## src/hw/rtl/rakh_pkg.sv

```systemverilog
package rakh_pkg;

	localparam int HASH_W  = 32;
	localparam int BCNT_W  = 31;
	localparam int BYTE_W  = 8;
	localparam int ROT_L   = 5;
	localparam int Q_DEPTH = 4;
	localparam int STEP_W  = $clog2(HASH_W);

	typedef struct packed {
		logic full;
		logic empty;
	} q_status_t;

	// rotate left, then add the byte sign-extended
	function automatic logic [HASH_W-1:0] hash_step(input logic [HASH_W-1:0] h,
		input logic [BYTE_W-1:0] b);
		return {h[HASH_W-ROT_L-1:0], h[HASH_W-1:HASH_W-ROT_L]}
			+ {{(HASH_W-BYTE_W){b[BYTE_W-1]}}, b};
	endfunction

endpackage

```

## src/hw/rtl/rotate_add_key_hash_bucket.sv

```systemverilog
// Key bytes are taken at one per cycle while full is low; the hash updates in the same cycle.
// A key's result passes in order through the hash queue, the bit-serial remainder unit and
// the output register, and any of them can hold it while a later one is busy.
// The remainder unit takes a new key only when idle; a 4-deep hash queue absorbs short keys.
// arst_n clears the running hash, queue pointers and output valid; bucket_count resets to 1.
module rotate_add_key_hash_bucket #(
	parameter int Q_DEPTH = rakh_pkg::Q_DEPTH
) (
	input  logic                          clk,
	input  logic                          arst_n,
	input  logic                          push,
	output logic                          full,
	input  logic [rakh_pkg::BYTE_W-1:0]   key_byte,
	input  logic                          last_byte,
	output logic                          empty,
	input  logic                          pop,
	output logic signed [rakh_pkg::HASH_W-1:0] key_hash,
	output logic [rakh_pkg::BCNT_W-1:0]   bucket_index,
	input  logic                          cfg_wr_en,
	input  logic [rakh_pkg::BCNT_W-1:0]   cfg_wr_data
);
	import rakh_pkg::*;

	q_status_t         q_stat;
	logic              q_push;
	logic              q_pop;
	logic [HASH_W-1:0] q_wr_data;
	logic [HASH_W-1:0] q_rd_data;

	rakh_front u_front (
		.clk       (clk),
		.arst_n    (arst_n),
		.push      (push),
		.key_byte  (key_byte),
		.last_byte (last_byte),
		.q_stat    (q_stat),
		.full      (full),
		.q_push    (q_push),
		.q_data    (q_wr_data)
	);

	rakh_fifo #(
		.DEPTH (Q_DEPTH)
	) u_fifo (
		.clk     (clk),
		.arst_n  (arst_n),
		.wr_en   (q_push),
		.wr_data (q_wr_data),
		.rd_en   (q_pop),
		.rd_data (q_rd_data),
		.q_stat  (q_stat)
	);

	rakh_back u_back (
		.clk          (clk),
		.arst_n       (arst_n),
		.cfg_wr_en    (cfg_wr_en),
		.cfg_wr_data  (cfg_wr_data),
		.q_stat       (q_stat),
		.q_data       (q_rd_data),
		.q_pop        (q_pop),
		.pop          (pop),
		.empty        (empty),
		.key_hash     (key_hash),
		.bucket_index (bucket_index)
	);

endmodule

```

## src/hw/rtl/rakh_front.sv

```systemverilog
module rakh_front (
	input  logic                          clk,
	input  logic                          arst_n,
	input  logic                          push,
	input  logic [rakh_pkg::BYTE_W-1:0]   key_byte,
	input  logic                          last_byte,
	input  rakh_pkg::q_status_t           q_stat,
	output logic                          full,
	output logic                          q_push,
	output logic [rakh_pkg::HASH_W-1:0]   q_data
);
	import rakh_pkg::*;

	logic [HASH_W-1:0] running_hash_q;
	logic [HASH_W-1:0] hash_next;
	logic              accept;

	assign full      = q_stat.full;
	assign accept    = push && !q_stat.full;
	assign hash_next = hash_step(running_hash_q, key_byte);
	assign q_push    = accept && last_byte;
	assign q_data    = hash_next;

	always_ff @(posedge clk or negedge arst_n) begin
		if (!arst_n) begin
			running_hash_q <= '0;
		end else if (accept) begin
			running_hash_q <= last_byte ? '0 : hash_next;
		end
	end

endmodule

```

## src/hw/rtl/rakh_fifo.sv

```systemverilog
module rakh_fifo #(
	parameter int DEPTH = rakh_pkg::Q_DEPTH
) (
	input  logic                          clk,
	input  logic                          arst_n,
	input  logic                          wr_en,
	input  logic [rakh_pkg::HASH_W-1:0]   wr_data,
	input  logic                          rd_en,
	output logic [rakh_pkg::HASH_W-1:0]   rd_data,
	output rakh_pkg::q_status_t           q_stat
);
	import rakh_pkg::*;

	localparam int PTR_W = (DEPTH > 1) ? $clog2(DEPTH) : 1;
	localparam int CNT_W = $clog2(DEPTH + 1);

	logic [HASH_W-1:0] mem_q [DEPTH];
	logic [PTR_W-1:0]  wr_ptr_q;
	logic [PTR_W-1:0]  rd_ptr_q;
	logic [CNT_W-1:0]  count_q;
	logic              do_wr;
	logic              do_rd;

	assign q_stat.full  = (count_q == CNT_W'(DEPTH));
	assign q_stat.empty = (count_q == '0);
	assign do_wr        = wr_en && !q_stat.full;
	assign do_rd        = rd_en && !q_stat.empty;
	assign rd_data      = mem_q[rd_ptr_q];

	always_ff @(posedge clk) begin
		if (do_wr) begin
			mem_q[wr_ptr_q] <= wr_data;
		end
	end

	always_ff @(posedge clk or negedge arst_n) begin
		if (!arst_n) begin
			wr_ptr_q <= '0;
			rd_ptr_q <= '0;
			count_q  <= '0;
		end else begin
			if (do_wr) begin
				wr_ptr_q <= (wr_ptr_q == PTR_W'(DEPTH - 1)) ? '0 : wr_ptr_q + 1'b1;
			end
			if (do_rd) begin
				rd_ptr_q <= (rd_ptr_q == PTR_W'(DEPTH - 1)) ? '0 : rd_ptr_q + 1'b1;
			end
			unique case ({do_wr, do_rd})
				2'b10:   count_q <= count_q + 1'b1;
				2'b01:   count_q <= count_q - 1'b1;
				default: count_q <= count_q;
			endcase
		end
	end

endmodule

```

## src/hw/rtl/rakh_back.sv

```systemverilog
module rakh_back (
	input  logic                          clk,
	input  logic                          arst_n,
	input  logic                          cfg_wr_en,
	input  logic [rakh_pkg::BCNT_W-1:0]   cfg_wr_data,
	input  rakh_pkg::q_status_t           q_stat,
	input  logic [rakh_pkg::HASH_W-1:0]   q_data,
	output logic                          q_pop,
	input  logic                          pop,
	output logic                          empty,
	output logic signed [rakh_pkg::HASH_W-1:0] key_hash,
	output logic [rakh_pkg::BCNT_W-1:0]   bucket_index
);
	import rakh_pkg::*;

	localparam logic [1:0] ST_IDLE = 2'd0;
	localparam logic [1:0] ST_RUN  = 2'd1;
	localparam logic [1:0] ST_DONE = 2'd2;

	logic [1:0]        state_q;
	logic [BCNT_W-1:0] bucket_count_q;
	logic [HASH_W-1:0] hash_q;
	logic [HASH_W-1:0] dvd_q;
	logic [BCNT_W-1:0] dvs_q;
	logic [BCNT_W-1:0] rem_q;
	logic [STEP_W-1:0] step_q;
	logic              out_valid_q;
	logic [HASH_W-1:0] out_hash_q;
	logic [BCNT_W-1:0] out_bucket_q;

	logic [HASH_W-1:0] mag;
	logic [HASH_W-1:0] trial;
	logic [HASH_W-1:0] diff;
	logic              fits;
	logic              out_free;
	logic              out_load;

	assign mag      = q_data[HASH_W-1] ? (HASH_W'(0) - q_data) : q_data;
	assign trial    = {rem_q, dvd_q[HASH_W-1]};
	assign diff     = trial - {1'b0, dvs_q};
	assign fits     = (trial >= {1'b0, dvs_q});
	assign out_free = !out_valid_q || pop;
	assign out_load = (state_q == ST_DONE) && out_free;
	assign q_pop    = (state_q == ST_IDLE) && !q_stat.empty;

	assign empty        = !out_valid_q;
	assign key_hash     = out_hash_q;
	assign bucket_index = out_bucket_q;

	always_ff @(posedge clk or negedge arst_n) begin
		if (!arst_n) begin
			bucket_count_q <= BCNT_W'(1);
		end else if (cfg_wr_en) begin
			bucket_count_q <= cfg_wr_data;
		end
	end

	// restoring remainder, one dividend bit per cycle
	always_ff @(posedge clk or negedge arst_n) begin
		if (!arst_n) begin
			state_q <= ST_IDLE;
			step_q  <= '0;
		end else begin
			unique case (state_q)
				ST_IDLE: begin
					if (q_pop) begin
						state_q <= ST_RUN;
						step_q  <= '0;
					end
				end
				ST_RUN: begin
					step_q <= step_q + 1'b1;
					if (step_q == STEP_W'(HASH_W - 1)) begin
						state_q <= ST_DONE;
					end
				end
				ST_DONE: begin
					if (out_free) begin
						state_q <= ST_IDLE;
					end
				end
				default: state_q <= ST_IDLE;
			endcase
		end
	end

	always_ff @(posedge clk) begin
		if (q_pop) begin
			hash_q <= q_data;
			dvd_q  <= mag;
			dvs_q  <= bucket_count_q;
			rem_q  <= '0;
		end else if (state_q == ST_RUN) begin
			dvd_q <= {dvd_q[HASH_W-2:0], 1'b0};
			rem_q <= fits ? diff[BCNT_W-1:0] : trial[BCNT_W-1:0];
		end
	end

	always_ff @(posedge clk) begin
		if (out_load) begin
			out_hash_q   <= hash_q;
			out_bucket_q <= (dvs_q == '0) ? '0 : rem_q;
		end
	end

	always_ff @(posedge clk or negedge arst_n) begin
		if (!arst_n) begin
			out_valid_q <= 1'b0;
		end else if (out_load) begin
			out_valid_q <= 1'b1;
		end else if (pop) begin
			out_valid_q <= 1'b0;
		end
	end

endmodule

```

## config.mk

```make
export PLATFORM = sky130hd
export DESIGN_NAME = rotate_add_key_hash_bucket
export DESIGN_NICKNAME = d
export VERILOG_FILES = /design/src/hw/rtl/rakh_pkg.sv /design/src/hw/rtl/rotate_add_key_hash_bucket.sv /design/src/hw/rtl/rakh_front.sv /design/src/hw/rtl/rakh_fifo.sv /design/src/hw/rtl/rakh_back.sv
export SDC_FILE = /design/constraint.sdc
export NUM_CORES = 1
export LEC_CHECK = 0
export BUFFER_PORTS_ARGS = -buffer_cell sky130_fd_sc_hd__buf_2
export CAP_MARGIN = 20
export CORE_ASPECT_RATIO = 0.8
export CORE_MARGIN = 2
export CORE_UTILIZATION = 55
export CTS_CLUSTER_SIZE = 40
export DETAILED_ROUTE_END_ITERATION = 10
export GPL_ROUTABILITY_DRIVEN = 0
export HOLD_SLACK_MARGIN = 0.06
export PLACE_DENSITY = 0.83
export REMOVE_ABC_BUFFERS = 1
export SYNTH_ARGS = -nofsm -noshare
export SYNTH_HDL_FRONTEND = slang
export SYNTH_SLANG_ARGS = --single-unit
```

## constraint.sdc

```tcl
create_clock -name clk -period 10.3 [get_ports clk]
set_clock_uncertainty 0.2 [all_clocks]
set_input_delay 1.545 -clock clk [delete_from_list [all_inputs] [get_ports clk]]
set_output_delay 1.545 -clock clk [all_outputs]
set_load 0.1 [all_outputs]
```

* Word-level counts from Yosys, hierarchy flattened *
Memories as Yosys holds them, arrays and structs flattened.
Index checks and enable logic that the tools add are counted.

cells by class
  divide/modulo/power cells = 0
  bitwise logic cells = 0
  multiplexer cells = 18
  reduce and logical (&&, ||, !) cells = 19
  multiply operators = 0
  $add $sub $neg = 8
  shift-type cells = 0
  $lt $le $gt $ge = 1
  equal/unequal tests = 11

operator list
  kind                                                                    number
  32-bit two-way mux                                                      4
  32-bit adder                                                            1
  32-bit by 31-bit >= comparator with 1-bit output                        1
  1-bit by 32-bit subtractor with 32-bit output (first input constant)    1
  31-bit logical NOT                                                      1
  31-bit two-way mux                                                      1
  31-bit subtractor                                                       1
  2-bit two-way mux                                                       5
  5-bit one-hot mux with 2 select lines                                   1
  2-bit equality test (second input constant)                             4
  2-bit nonzero test                                                      4
  1-bit logical AND                                                       6
  2-bit one-hot mux with 3 select lines                                   1
  3-bit one-hot mux with 2 select lines                                   1
  5-bit by 1-bit adder with 5-bit output (second input constant)          1
  5-bit equality test (second input constant)                             1
  5-bit two-way mux                                                       1
  2-bit by 1-bit adder with 2-bit output (second input constant)          2
  2-bit by 1-bit equality test with 1-bit output (second input constant)  2
  1-bit two-way mux                                                       4
  2-bit by 1-bit != test with 1-bit output (second input constant)        2
  3-bit by 1-bit adder with 3-bit output (second input constant)          1
  3-bit equality test (second input constant)                             1
  1-bit logical NOT                                                       3
  other kinds (7)                                                         7

word-level totals
  memories kept = 1
  bits in latches = 0
  memory bits (writable) = 128
  register bits = 267
  output and inout bits = 65
  logic and storage cells = 72
  bits in read-only memories = 0

memory list
  name          depth  bits a word  read ports  clocked after Yosys merged registers in  write ports  line             text
  u_fifo.mem_q  4      32           1           0                                        1            rakh_fifo.sv:17  logic [HASH_W-1:0] mem_q [DEPTH];

* Logic depth before layout (Yosys ltp) *
  word-level depth = 7
  gate-level depth with buffers = 15

* Hierarchy *
From an unflattened synthesis, not the netlist that was laid out.

second synthesis, totals
  cells, all modules = 1427
  area total of the unflattened synthesis = 18612.9 µm²

modules (own cells, without submodules)
  module      instances  area each (µm²)  cells an instance
  rakh_back   1          10618.9          887
  rakh_fifo   1          5116.2           208
  rakh_front  1          2877.8           332

* Least setup slack after synthesis *
OpenSTA, ideal clock, no wires.

  path kind = input-to-reg
  start point = in pop
  end point = reg u_back.out_bucket_q[0], in the netlist u_back.bucket_index[0] (enable)
  buffers on the path = 0
  library setup time = 492 ps
  arrival time = 4483 ps
  setup slack = 5125 ps
  stages = 2
  data required time = 9608 ps
  cell sequence = nand2b_1 nor2b_1

between the ends
  cells in the longest elaborated chain, start to end = 2

ends and longest elaborated chain
  element                 line                              text
  start: declaration      rotate_add_key_hash_bucket.sv:16  input logic pop,
  1-bit logical OR        rakh_back.sv:42                   assign out_free = !out_valid_q || pop;
  1-bit logical AND       rakh_back.sv:43                   assign out_load = (state_q == ST_DONE) && out_free;
  via u_back.out_load     rakh_back.sv:36                   logic out_load;
  end signal: assignment  rakh_back.sv:102                  out_bucket_q <= (dvs_q == '0) ? '0 : rem_q;
  end: declaration        rakh_back.sv:29                   logic [BCNT_W-1:0] out_bucket_q;

The timed path passes the listed nets, and every way through them passes these cells.
A chain may end at the register's enable or synchronous reset.

* Worst setup path in the final report *
  start point = in key_byte[7] in the netlist's numbering
  end point = reg u_front.running_hash_q[30]

between the ends
  cells in the longest elaborated chain, start to end = 2

ends and longest elaborated chain
  element                 line                              text
  start: declaration      rotate_add_key_hash_bucket.sv:13  input logic [rakh_pkg::BYTE_W-1:0] key_byte,
  32-bit adder            rakh_pkg.sv:19                    + {{(HASH_W-BYTE_W){b[BYTE_W-1]}}, b};
  via q_wr_data[30]       rotate_add_key_hash_bucket.sv:27  logic [HASH_W-1:0] q_wr_data;
  32-bit two-way mux      rakh_front.sv:28                  running_hash_q <= last_byte ? '0 : hash_next;
  end signal: assignment  rakh_front.sv:28
  end: declaration        rakh_front.sv:14                  logic [HASH_W-1:0] running_hash_q;

The timed path passes the listed nets, and every way through them passes these cells.

==> metrics.yaml <==
clocking:
  cts_buffer_depth: 3
  clock_sinks: 395
  clockRootBuffer: "clkbuf_16"
  h-tree-depth: 2
  cts_hold_buf: 0
  numCtsBuffers: 39
  postCtsSetupBuffers: 0
  clk_latency_ns: 0.55
  cts_tree: "yes"
  clkTransAtPathRegs_ns: 0.07
  ctsResizeCount: 0
cells_and_area:
  fin_nets: 1603
  drive_gt1_share_pct: 17.43
  antennaDiodeCount: 0
  multi_input_area_mm2: 0.006563
  areaGrowthSynthToFinish_pct: 12.40
  fill_cells: 2282
  regArea_mm2: 0.01116
routing:
  drt-wirelength-per-cell_um: 20.53
  first_iter_violations: 1100
  viasPerCell: 6.013
  drc_errors: 0
  met1_length_mm: 17.28
  wl_mm: 39.86
  met3_wirelength_mm: 3.324
  wl_met2_mm: 18.40
  first_pass_iters: 6
  top_layer: "met4"
  ant_nets: 0
  vias: 11680
floorplanning:
  std_cell_rows: 59
  start_util_pct: 55.80
  fp.coreArea_mm2: 0.03256
  dieWidth_um: 207.2
  dieArea_mm2: 0.03451
  pin_count: 110
  die_y_um: 166.6
power_and_ir_drop:
  p_per_area_mw_per_mm2: 321.5
  seqPwrFrac_pct: 39.0
  combinationalPowerShare_pct: 40.1
  p_int_uw: 4126
  power.share.clock_pct: 20.9
  switchingPower_uw: 2440
  p_sw_share_pct: 37.16
  irDropWorstVdd_mv: 0.2266
  p_leak_uw: 0.008103
setup_path:
  cpMostUsedCell: "a31oi_1"
  crit_family: "compound AO/OA/AOI/OAI gates"
  start_kind: "input pin"
  timing.rr.end: "u_back.rem_q[25]"
  path_cells: "buf_2, ha_1, and4_1, a21oi_1, o21ai_0, a31oi_1, nor4b_1, o311a_1, or3_1, a31oi_1, xnor2_1, a22o_1"
  critPathMaxFanout: 25
  cpPeakStageDelay_ns: 0.44
  crit_type: "in2reg"
  ff2ff_setup_slack_ns: 5.91
  reg2reg_depth: 13
  endpoint_kind: "flip-flop"
  crit_slowest_cell: "buf_2"
  cp_num_buf_inv: 1
  crit_required_ns: 10.58
  crit_arrival_ns: 4.70
  rr_startpoint: "u_back.dvs_q[0]"
grt:
  overflow: 0
  grt_use_total_pct: 22.76
  grt_pass1_wl_mm: 62.09
  grt_pass1_vias: 11300
  grt_max_degree: 69
  antenna_found_initial: 0
yosys:
  ys_seq_elements: 395
  ys_warn_count: 0
  synth_top_family_by_area: "compound AO/OA/AOI/OAI gates"
  yosys-mux-area-fraction_pct: 7.246
  avgSynthCellArea_um2: 13.23
  synth-compound-area-share_pct: 10.74
  ys_async_sr_fraction_pct: 19.75
  synth_simple_gate_area_share_pct: 8.410
  ys.flop_type: "edfxtp_1"
  syn_inst: 1373
  synth-edff-count: 286
  ys_seq_area_share_pct: 61.44
  synth_cell_types: 69
  synthAdderAreaFrac_pct: 5.221
  synth_area_mm2: 0.01817
  synth-xor-area-share_pct: 4.436
hold_path:
  holdCritStartpoint: "u_back.hash_q[2]"
  min_path_type: "reg2reg"
  min_path_cells: 0
  hold_end: "u_back.key_hash[2]"
timing:
  hold_violations: 0
  setup_viol_count_final: 0
  setup_slack_ns: 5.881
  worstMarginPinSlew_ns: 0.8630
  report.final.slew_viol_count: 0
  setup_tns_ns: 0
  fmax_mhz: 226.3
  finalCriticalPeriod_ns: 4.419
  grt_setup_unrepaired: "no"
  min_period_over_period_pct: 42.90
  relSlewSlack_pct: 42.12
placed_design:
  port_buffers: 109
  dpl.hpwl_mm: 26.21
  pre_cts_ws_ns: 5.334
run_status:
  outcome: "finished clean"
run:
  drv_cap: 0
## state kept, by name, indices dropped and copies added, names as in the netlist
| name | cells |
|---|---|
| u_back.rem_q | 31 |
| u_back.out_valid_q | 1 |
| u_back.hash_q | 32 |
| u_back.dvs_q | 31 |
| u_back.state_q | 2 |
| u_front.running_hash_q | 32 |
| u_fifo.count_q | 3 |
| u_fifo.mem_q | 128 |
| u_back.key_hash | 32 |
| u_back.bucket_count_q | 31 |
| u_fifo.wr_ptr_q | 2 |
| u_back.dvd_q | 32 |
| u_back.bucket_index | 31 |
| u_back.step_q | 5 |
| u_fifo.rd_ptr_q | 2 |
## area by class of cell
class,instances,share of cell area (%)
flip-flops and latches,395,54.68
multi-input cells,866,32.14
clock buffers,43,4.951
repair buffers,127,3.542
well taps,427,2.616
clock inverters,29,1.066
inverters,55,1.011
## metrics by stage
| step | std cells | hold WS (ns) | util, % | power [uW] | area, um^2 |
|---|---|---|---|---|---|
| final | 1942 | 0.1903 | 62.72 | 6566 | 20420 |
| after global routing | 1942 | 0.2043 | 62.72 | 6926 | 20420 |
| after CTS | 1940 | 0.1909 | 62.62 | 6510 | 20380 |
| after detailed placement | 1868 | 0.2045 | 58.84 | 5119 | 19160 |
| after global placement | 1867 | 0.2015 | 58.76 | 4962 | 19130 |
| after floorplan | 1316 | 0.2003 | - | 4394 | 17920 |
## synth_stat cells, types with 6 or more instances
master    count  area [um^2]
nor4_1        8        50.05
o21ai_1       6        30.03
o31ai_1       6        45.04
nand2_1     105        394.1
xor2_1       30        262.8
xnor2_1      62        543.0
ha_1         71        888.4
and3_1       14        87.58
nor2_1       53        198.9
a22o_1       27        236.5
o21bai_1      6        45.04
nand4_1      10        62.56
nor3_1        8        40.04
o21ai_0     105        525.5
o21a_1        6        45.04
edfxtp_1    286         8588
nand2b_1     19        118.9
buf_2         7        35.03
a32oi_1       9        78.83
a211oi_1      7        52.55
or3_1         9        56.30
dfrtp_1      77         1927
a21oi_1      67        335.3
mux2_2       33        371.6
and2_1        7        43.79
a31oi_1       8        50.05
mux4_2       24        540.5
inv_1        54        202.7
dfxtp_1      31        620.6
mux4_1        7        183.9
nand3_1      14        70.07
a21o_1       37        277.8
mux2i_1      22        220.2
nor2b_1      41        256.5
clkbuf_1     40        150.1
## metal layers
layer | global-route usage, % | up-vias
li1 | - | 5351
met1 | 33.07 | 5728
met2 | 35.38 | 524
met3 | 4.186 | 74
met4 | 6.615 | 0
met5 | 0 | -
## cells by family after synthesis
logic type	after synthesis
AO/OA/AOI/OAI	310
AND/OR/NAND/NOR	304
flip-flops	395
buffers and inverters	112
multiplexers	86
XOR/XNOR	92
adder cells (fa/ha/maj)	74
## power groups by stage
stage	combinational [uW]	sequential, uW	clock [uW]
after global placement	2370	2590	0
final	2630	2560	1370
after detailed placement	2510	2610	0
after global routing	2880	2590	1450
after floorplan	1880	2520	0
after CTS	2540	2580	1390
## worst max path at each step
stage / from / end / depth (start not counted)
2_1_floorplan: pop / u_back.bucket_index[0] / 2
3_3_place_gp: key_byte[7] / u_front.running_hash_q[30] / 12
3_5_place_dp: key_byte[0] / u_front.running_hash_q[30] / 13
4_1_cts: key_byte[0] / u_front.running_hash_q[30] / 13
5_1_grt: u_back.dvs_q[0] / u_back.rem_q[23] / 13
6_report: key_byte[7] / u_front.running_hash_q[30] / 12
## cells in the final DEF (no fill, tap or decap), types with 7 or more instances in the layout
master       n
clkinv_1     8
nand2b_1    19
or3_1        8
inv_1       53
o21ai_1      7
buf_4       16
nand3_1     14
clkinv_2    11
o21ai_0    104
a21oi_1     67
mux2i_1     22
nor3_1       8
nor2b_1     40
a211oi_1     7
a22o_1      27
and2_1       7
clkbuf_16   39
nor4_1       8
nor2_1      51
nand4_1     10
nand2_1    105
mux4_1       7
buf_2      108
xnor2_1     62
ha_1        71
dfxtp_1     31
xor2_1      30
a32oi_1      9
mux2_2      33
mux4_2      24
a31oi_1      8
and3_1      14
dfrtp_1     75
edfxtp_1   286
a21o_1      37
Power figures use the tool's default switching activity.
